--- config.mk ---
export PLATFORM = sky130hd
export DESIGN_NAME = openpgp_packet_filter
export DESIGN_NICKNAME = d
export VERILOG_FILES = /design/src/opf_pkg.sv /design/src/opf_parser.sv /design/src/openpgp_packet_filter.sv
export SDC_FILE = /design/constraint.sdc
export NUM_CORES = 1
export LEC_CHECK = 0
export ABC_AREA = 1
export BUFFER_PORTS_ARGS = -buffer_cell sky130_fd_sc_hd__buf_2
export CAP_MARGIN = 10
export CORE_AREA = 5 5 154 156
export CTS_BUF_LIST = sky130_fd_sc_hd__clkbuf_16
export DETAILED_ROUTE_END_ITERATION = 8
export DIE_AREA = 0 0 159 161
export PLACE_DENSITY = 0.69
export SETUP_SLACK_MARGIN = 0.2
export SYNTH_ARGS = -nofsm -noshare
export SYNTH_HDL_FRONTEND = slang
export SYNTH_SLANG_ARGS = --single-unit
--- constraint.sdc ---
create_clock -name i_clk -period 3.5 [get_ports i_clk]
set_input_delay 0.525 -clock i_clk [delete_from_list [all_inputs] [get_ports i_clk]]
set_output_delay 0.525 -clock i_clk [all_outputs]
set_load 0.1 [all_outputs]
--- src/opf_pkg.sv ---
package opf_pkg;

    localparam int LENGTH_BITS = 32;

    localparam int TYPE_W = 6;
    localparam int LEN_W  = 32;

    // new format first length byte thresholds
    localparam logic [7:0] LEN_TWO_BYTE_MIN = 8'd192;
    localparam logic [7:0] LEN_PARTIAL_MIN  = 8'd224;
    localparam logic [7:0] LEN_FIVE_BYTE    = 8'd255;

    // old format length types
    localparam logic [1:0] OLD_LEN_ONE  = 2'd0;
    localparam logic [1:0] OLD_LEN_TWO  = 2'd1;
    localparam logic [1:0] OLD_LEN_FOUR = 2'd2;

    // length bytes still to come, plus a code for the second byte of the two-byte form
    localparam logic [2:0] LEFT_ONE    = 3'd1;
    localparam logic [2:0] LEFT_TWO    = 3'd2;
    localparam logic [2:0] LEFT_FOUR   = 3'd4;
    localparam logic [2:0] LEFT_SECOND = 3'd5;

    typedef enum logic [2:0] {
        ST_BODY    = 3'd0,
        ST_EMPTY   = 3'd1,
        ST_STOP    = 3'd2,
        ST_FORMAT  = 3'd3,
        ST_TRUNC   = 3'd4,
        ST_NOMATCH = 3'd5
    } t_status;

    typedef struct packed {
        logic       eos;
        logic [7:0] data_byte;
    } t_item;

    typedef struct packed {
        t_status             status;
        logic [TYPE_W-1:0]   packet_type;
        logic [7:0]          body_byte;
        logic                body_last;
        logic [LEN_W-1:0]    packet_length;
    } t_result;

endpackage

--- src/opf_parser.sv ---
module opf_parser (
    input  logic                      i_clk,
    input  logic                      i_rst_n,
    input  logic                      i_fire,
    input  opf_pkg::t_item            i_item,
    input  logic [opf_pkg::TYPE_W-1:0] i_want_type,
    input  logic [opf_pkg::TYPE_W-1:0] i_stop_type,
    output logic                      o_res_valid,
    output opf_pkg::t_result          o_res
);

    typedef enum logic [4:0] {
        PH_HEADER  = 5'b00001,
        PH_LENGTH  = 5'b00010,
        PH_BODY    = 5'b00100,
        PH_SKIP    = 5'b01000,
        PH_DISCARD = 5'b10000
    } t_phase;

    t_phase                         r_phase, n_phase;
    logic [opf_pkg::TYPE_W-1:0]     r_type, n_type;
    logic [opf_pkg::LEN_W-1:0]      r_acc, n_acc;
    logic [2:0]                     r_left, n_left;
    logic [opf_pkg::LEN_W-1:0]      r_body, n_body;
    logic                           r_nff, n_nff;

    logic [7:0]                     b;
    logic                           done;
    logic [opf_pkg::LEN_W-1:0]      done_len;
    logic [opf_pkg::LEN_W-1:0]      acc_shift;
    logic [opf_pkg::LEN_W-1:0]      two_byte_len;

    assign b            = i_item.data_byte;
    assign acc_shift    = {r_acc[opf_pkg::LEN_W-9:0], b};
    assign two_byte_len = ((r_acc - opf_pkg::LEN_W'(opf_pkg::LEN_TWO_BYTE_MIN)) << 8)
                          + opf_pkg::LEN_W'(b) + opf_pkg::LEN_W'(opf_pkg::LEN_TWO_BYTE_MIN);

    always_comb begin
        n_phase     = r_phase;
        n_type      = r_type;
        n_acc       = r_acc;
        n_left      = r_left;
        n_body      = r_body;
        n_nff       = r_nff;
        done        = 1'b0;
        done_len    = '0;
        o_res_valid = 1'b0;
        o_res       = '{status: opf_pkg::ST_BODY, packet_type: '0, body_byte: '0,
                        body_last: 1'b0, packet_length: '0};

        if (i_item.eos) begin
            if (r_phase == PH_HEADER) begin
                o_res_valid   = 1'b1;
                o_res.status  = opf_pkg::ST_NOMATCH;
            end else if (r_phase == PH_LENGTH || r_phase == PH_BODY || r_phase == PH_SKIP) begin
                o_res_valid         = 1'b1;
                o_res.status        = opf_pkg::ST_TRUNC;
                o_res.packet_type   = r_type;
                o_res.packet_length = r_acc;
            end
            n_phase = PH_HEADER;
            n_type  = '0;
            n_acc   = '0;
            n_left  = '0;
            n_body  = '0;
            n_nff   = 1'b0;
        end else begin
            unique case (r_phase)
                PH_HEADER: begin
                    if (!b[7]) begin
                        o_res_valid  = 1'b1;
                        o_res.status = opf_pkg::ST_FORMAT;
                        n_phase      = PH_DISCARD;
                    end else begin
                        n_acc   = '0;
                        n_phase = PH_LENGTH;
                        if (b[6]) begin
                            n_type = b[5:0];
                            n_nff  = 1'b1;
                            n_left = opf_pkg::LEFT_ONE;
                        end else begin
                            n_type = {2'b00, b[5:2]};
                            n_nff  = 1'b0;
                            case (b[1:0])
                                opf_pkg::OLD_LEN_ONE:  n_left = opf_pkg::LEFT_ONE;
                                opf_pkg::OLD_LEN_TWO:  n_left = opf_pkg::LEFT_TWO;
                                opf_pkg::OLD_LEN_FOUR: n_left = opf_pkg::LEFT_FOUR;
                                default: begin
                                    // indeterminate length
                                    o_res_valid       = 1'b1;
                                    o_res.status      = opf_pkg::ST_FORMAT;
                                    o_res.packet_type = {2'b00, b[5:2]};
                                    n_phase           = PH_DISCARD;
                                end
                            endcase
                        end
                    end
                end
                PH_LENGTH: begin
                    if (r_nff) begin
                        n_nff = 1'b0;
                        if (b == opf_pkg::LEN_FIVE_BYTE) begin
                            n_left = opf_pkg::LEFT_FOUR;
                        end else if (b >= opf_pkg::LEN_PARTIAL_MIN) begin
                            // partial length
                            o_res_valid       = 1'b1;
                            o_res.status      = opf_pkg::ST_FORMAT;
                            o_res.packet_type = r_type;
                            n_phase           = PH_DISCARD;
                        end else if (b >= opf_pkg::LEN_TWO_BYTE_MIN) begin
                            n_acc  = opf_pkg::LEN_W'(b);
                            n_left = opf_pkg::LEFT_SECOND;
                        end else begin
                            done     = 1'b1;
                            done_len = opf_pkg::LEN_W'(b);
                        end
                    end else if (r_left == opf_pkg::LEFT_SECOND) begin
                        done     = 1'b1;
                        done_len = two_byte_len;
                    end else begin
                        n_acc  = acc_shift;
                        n_left = r_left - 3'd1;
                        if (r_left == opf_pkg::LEFT_ONE) begin
                            done     = 1'b1;
                            done_len = acc_shift;
                        end
                    end
                end
                PH_BODY: begin
                    o_res_valid         = 1'b1;
                    o_res.status        = opf_pkg::ST_BODY;
                    o_res.packet_type   = r_type;
                    o_res.body_byte     = b;
                    o_res.body_last     = (r_body == opf_pkg::LEN_W'(1));
                    o_res.packet_length = r_acc;
                    n_body              = r_body - opf_pkg::LEN_W'(1);
                    if (r_body == opf_pkg::LEN_W'(1)) begin
                        n_phase = PH_DISCARD;
                    end
                end
                PH_SKIP: begin
                    n_body = r_body - opf_pkg::LEN_W'(1);
                    if (r_body == opf_pkg::LEN_W'(1)) begin
                        n_phase = PH_HEADER;
                    end
                end
                PH_DISCARD: begin
                    n_phase = PH_DISCARD;
                end
                default: begin
                    n_phase = PH_HEADER;
                end
            endcase

            if (done) begin
                if ((done_len >> opf_pkg::LENGTH_BITS) != '0) begin
                    o_res_valid         = 1'b1;
                    o_res.status        = opf_pkg::ST_FORMAT;
                    o_res.packet_type   = r_type;
                    o_res.packet_length = done_len;
                    n_phase             = PH_DISCARD;
                end else begin
                    n_acc  = done_len;
                    n_body = done_len;
                    n_left = '0;
                    n_nff  = 1'b0;
                    if (r_type == i_want_type) begin
                        if (done_len == '0) begin
                            o_res_valid       = 1'b1;
                            o_res.status      = opf_pkg::ST_EMPTY;
                            o_res.packet_type = r_type;
                            n_phase           = PH_DISCARD;
                        end else begin
                            n_phase = PH_BODY;
                        end
                    end else if (r_type == i_stop_type) begin
                        o_res_valid         = 1'b1;
                        o_res.status        = opf_pkg::ST_STOP;
                        o_res.packet_type   = r_type;
                        o_res.packet_length = done_len;
                        n_phase             = PH_DISCARD;
                    end else begin
                        n_phase = (done_len == '0) ? PH_HEADER : PH_SKIP;
                    end
                end
            end
        end
    end

    always_ff @(posedge i_clk) begin
        if (!i_rst_n) begin
            r_phase <= PH_HEADER;
            r_type  <= '0;
            r_acc   <= '0;
            r_left  <= '0;
            r_body  <= '0;
            r_nff   <= 1'b0;
        end else if (i_fire) begin
            r_phase <= n_phase;
            r_type  <= n_type;
            r_acc   <= n_acc;
            r_left  <= n_left;
            r_body  <= n_body;
            r_nff   <= n_nff;
        end
    end

endmodule

--- src/openpgp_packet_filter.sv ---
// Byte-stream filter for OpenPGP packets. Bytes arrive one per request on the
// slave stream (tuser set marks end of stream and rearms the block); headers in
// either format are decoded, packets of other tags are skipped, the body of a
// packet tagged want_type comes out one byte per request with tlast on the final
// byte, and stop, an empty wanted packet, format error, truncation or no match
// are reported as a single status request, after which bytes are dropped until
// end of stream. The block takes one byte per clock except when stalled; a result
// reaches the master stream through the input register and the result register
// around the packet parser, and a held result stalls the input only while it
// waits together with the next result.
// want_type sits at address 0 and stop_type at address 4; write them only while
// the stream is idle.
module openpgp_packet_filter (
    input  logic        i_clk,
    input  logic        i_rst_n,

    input  logic        psel,
    input  logic        penable,
    input  logic        pwrite,
    input  logic [2:0]  paddr,
    input  logic [31:0] pwdata,
    output logic [31:0] prdata,
    output logic        pready,

    input  logic        s_axis_tvalid,
    output logic        s_axis_tready,
    input  logic [7:0]  s_axis_tdata,   // data_byte
    input  logic        s_axis_tuser,   // end_of_stream

    output logic        m_axis_tvalid,
    input  logic        m_axis_tready,
    output logic [47:0] m_axis_tdata,   // packet_type, body_byte, packet_length, zero pad
    output logic        m_axis_tlast,   // body_last
    output logic [2:0]  m_axis_tuser    // status
);

    logic [opf_pkg::TYPE_W-1:0] r_want_type;
    logic [opf_pkg::TYPE_W-1:0] r_stop_type;

    logic                       r_in_valid;
    opf_pkg::t_item             r_in;
    logic                       r_out_valid;
    opf_pkg::t_result           r_out;

    logic                       res_valid;
    opf_pkg::t_result           res;
    logic                       out_free;
    logic                       proc;
    logic                       cfg_write;

    assign pready    = 1'b1;
    assign cfg_write = psel && penable && pwrite;
    assign prdata    = paddr[2] ? {26'd0, r_stop_type} : {26'd0, r_want_type};

    always_ff @(posedge i_clk) begin
        if (!i_rst_n) begin
            r_want_type <= 6'd5;
            r_stop_type <= 6'd6;
        end else if (cfg_write) begin
            if (paddr[2]) begin
                r_stop_type <= pwdata[opf_pkg::TYPE_W-1:0];
            end else begin
                r_want_type <= pwdata[opf_pkg::TYPE_W-1:0];
            end
        end
    end

    assign out_free      = !r_out_valid || m_axis_tready;
    assign proc          = r_in_valid && (!res_valid || out_free);
    assign s_axis_tready = !r_in_valid || proc;

    always_ff @(posedge i_clk) begin
        if (!i_rst_n) begin
            r_in_valid <= 1'b0;
        end else if (s_axis_tvalid && s_axis_tready) begin
            r_in_valid <= 1'b1;
        end else if (proc) begin
            r_in_valid <= 1'b0;
        end
    end

    always_ff @(posedge i_clk) begin
        if (s_axis_tvalid && s_axis_tready) begin
            r_in.data_byte <= s_axis_tdata;
            r_in.eos       <= s_axis_tuser;
        end
    end

    opf_parser u_parser (
        .i_clk       (i_clk),
        .i_rst_n     (i_rst_n),
        .i_fire      (proc),
        .i_item      (r_in),
        .i_want_type (r_want_type),
        .i_stop_type (r_stop_type),
        .o_res_valid (res_valid),
        .o_res       (res)
    );

    always_ff @(posedge i_clk) begin
        if (!i_rst_n) begin
            r_out_valid <= 1'b0;
        end else if (proc && res_valid) begin
            r_out_valid <= 1'b1;
        end else if (m_axis_tready) begin
            r_out_valid <= 1'b0;
        end
    end

    always_ff @(posedge i_clk) begin
        if (proc && res_valid) begin
            r_out <= res;
        end
    end

    assign m_axis_tvalid = r_out_valid;
    assign m_axis_tdata  = {2'b00, r_out.packet_length, r_out.body_byte, r_out.packet_type};
    assign m_axis_tlast  = r_out.body_last;
    assign m_axis_tuser  = r_out.status;

endmodule
==> metrics <==
pwr dens 407 nW/um^2; Vias/cell 5.82; R2R depth 31; ANT nets after route 0; Fillers 1894; Layout Nets 1888; GRT Util Overall 27.9%; starting density of the core 47.2%; final instance area 14300 sq um; largest family of logic cells by synthesized area simple AND/OR/NAND/NOR gates; Area Growth Syn to Fin 36.6%; post-synthesis register bit count 152; I/O Pins 138; Synth Area per Inst 6.49 sq um; top_reg_cell synth dfxtp_1; Critical Path RT 3.88 ns; type of the tightest min-delay check primary input to flop; fmax 259 MHz; most common cell in the netlist nand2_1; CTS tree built; area leader, netlist dfxtp_1; CTS buffer count 17; largest fanout on the critical path 7; vias 12300; Mapped Area 10500 sq um; Pre-antenna DRT Iters 5; violated checks setup timing; DRC viols 0; Setup Skew 0.0158 ns; RSZ-0062 raised after global routing yes; largest net degree at the start of global routing 60; Post-Synthesis Cells 1617; cts hold-fix bufs 0; Worst-path clk slew 0.08 ns; outcome finished with violations; Most common cell on crit path nand2_2; CTS Root Cell clkbuf_16; crit path time final 3.87 ns; simple-gate portion of the synthesized area 35.7%; CP arrival 4.25 ns; relative slew slack 7.95%; endpoints failing setup 131; CTS Buffer Depth 2; total inserted antenna cells 0; Leakage 0.00636 uW; # port buffers 80; Startpoint Class flop; FP Rows 55; number of global-route vias before repair 10700; mux cell area share after synthesis 0%; synth cell count leaders nand2_1, nor2_1, inv_1; HP Start s_axis_tuser; first-pass GRT wire length 58100 um; VDD IR max 0.000311 V; CP max-delay cell dfxtp_4; Yosys top cell area share 17.7%; critical path class flop to flop; Hold Vio Cnt, Final 0; CP Capture Type flop; sequential area share after synthesis 34.6%; Die ar. 25600 sq um; Synth async-reset ratio 0%; Slew Viols, Final 0; Core Box Area 22200 sq um; Final HPWL DP 26000 um; drt initial violations 1563; crit-path max cell delay 0.39 ns; die span in x 159 um; Post-Synth XOR/XNOR Area 2.17%; Yosys warnings 0; H-tree Lvls 4; Post-synth EDFFs 59; clk sinks 152; Unique masters post-synth 46; DP Area 11700 sq um; Post-Synth Adder-Cell Area 1.91%; gr ovfl total 0; Multi-input gate area 6800 sq um; antenna violations before repair 2; top post-synthesis cells by area dfxtp_1, edfxtp_1, nand2_1; Total Power 5840 uW; post-route clock period utilization 110%; setup ws final -0.367 ns; Register Area 3660 sq um; RR Startpoint u_parser.r_acc[7]; WL final 40300 um; Avg WL per Cell 19.0 um; Die Height 161 um; GPL Wtd Cong 0.958; Crit. Startpoint u_parser.r_acc[7]; Worst Hold Depth 1; share of post-route cells with drive strength above 1 29.7%; clk_lat worst skew 0.45 ns; worst slew pin tran 1.37 ns; compound-cell area share of the yosys netlist 14.5%; Max-Cap Viols 0
==> where the power goes <==
part | internal (uW) | switching (uW)
combinational | 582 | 1300
sequential | 1930 | 86.4
clock | 982 | 955
total | 3490 | 2350
==> critical path, delay by kind of cell, from the launching register on <==
family                   cells  cell delay, ns
buffers and inverters       10            1.30
flip-flops                   1            0.39
adder cells (fa/ha/maj)      1            0.19
AND/OR/NAND/NOR             20            1.93
==> what timing repair did <==
action,4_1_cts,5_1_grt
resized for setup,111,221
buffers inserted,31,17
pin swaps,28,90
endpoints found under the setup margin,143,144
cloned,7,17
endpoints found under the hold margin,0,0
==> area by class of cell <==
| cell class | instances | area share [%] |
|---|---|---|
| Clock buffer | 17 | 2.97 |
| Clock inverter | 15 | 1.41 |
| Inverter | 173 | 4.70 |
| Multi-Input combinational cell | 1231 | 47.4 |
| Sequential cell | 152 | 25.6 |
| Tap cell | 285 | 2.49 |
| Timing Repair Buffer | 239 | 14.6 |
| Timing Repair inverter | 7 | 0.873 |
==> layer usage <==
metal  up-vias  global-route usage, %  share of wire, %  wire length (um)
met5         -                      0             0.052                21
met4         4                   7.87               4.8              1920
met3       183                   5.33                11              4430
met2       819                   45.0                45             18300
met1      5672                   38.4                39             15600
li1       5660                      -                 -                 -
==> through the flow <==
step	util [%]	instances	setup TNS [ns]	hold slack (ns)	setup WS, ns
finish	64.5	2119	-29.61	0.241	-0.367
global route	64.5	2119	-48.05	0.236	-0.488
CTS	58.7	2085	-4.78	0.238	-0.114
detailed placement	52.6	2015	-0.0273	0.469	-0.00700
global placement	52.6	2015	0	0.464	0.0193
floorplan	-	1644	0	0.451	0.138
==> final timing paths <==
check	end	slack, ns
setup reg to reg	u_parser.r_acc[8]	-0.37
hold reg to reg	r_want_type[4]	0.49
setup / recovery	u_parser.r_acc[8]	-0.37
hold / removal	r_in[8]	0.24
==> registers in the layout, indices dropped and copies added (netlist names), 3 cells and up <==
register,flops
m_axis_tdata,46
u_parser.r_acc,32
u_parser.r_body,32
r_in,9
r_stop_type,6
r_want_type,6
u_parser.r_type,6
u_parser.r_phase,5
m_axis_tuser,3
u_parser.r_left,3
==> kinds of logic (layout without fill, tap and decap cells) <==
group           after synthesis  after routing
compound gates              274            274
xor+xnor                     26             26
fa+ha+maj                    16             16
buf+inv                     262            451
flops                       152            152
other cells                   2             29
simple gates                885            886
==> cell usage in the layout (no fill, tap or decap), drive strengths merged, types with 2 or more instances in the layout <==
cell	n
xor2	19
a31oi	9
nor3	16
clkbuf	28
buf	228
ha	16
nor4	8
inv	179
nand3	137
conb	29
nor2	281
o221ai	4
xnor2	7
nand4	19
nand2	418
o21ai	131
o22ai	25
clkinv	16
dfxtp	93
or2	2
a21boi	3
edfxtp	59
a21oi	77
and3	4
o31ai	4
a22oi	7
o21bai	7
Power figures use the tool's default switching activity.
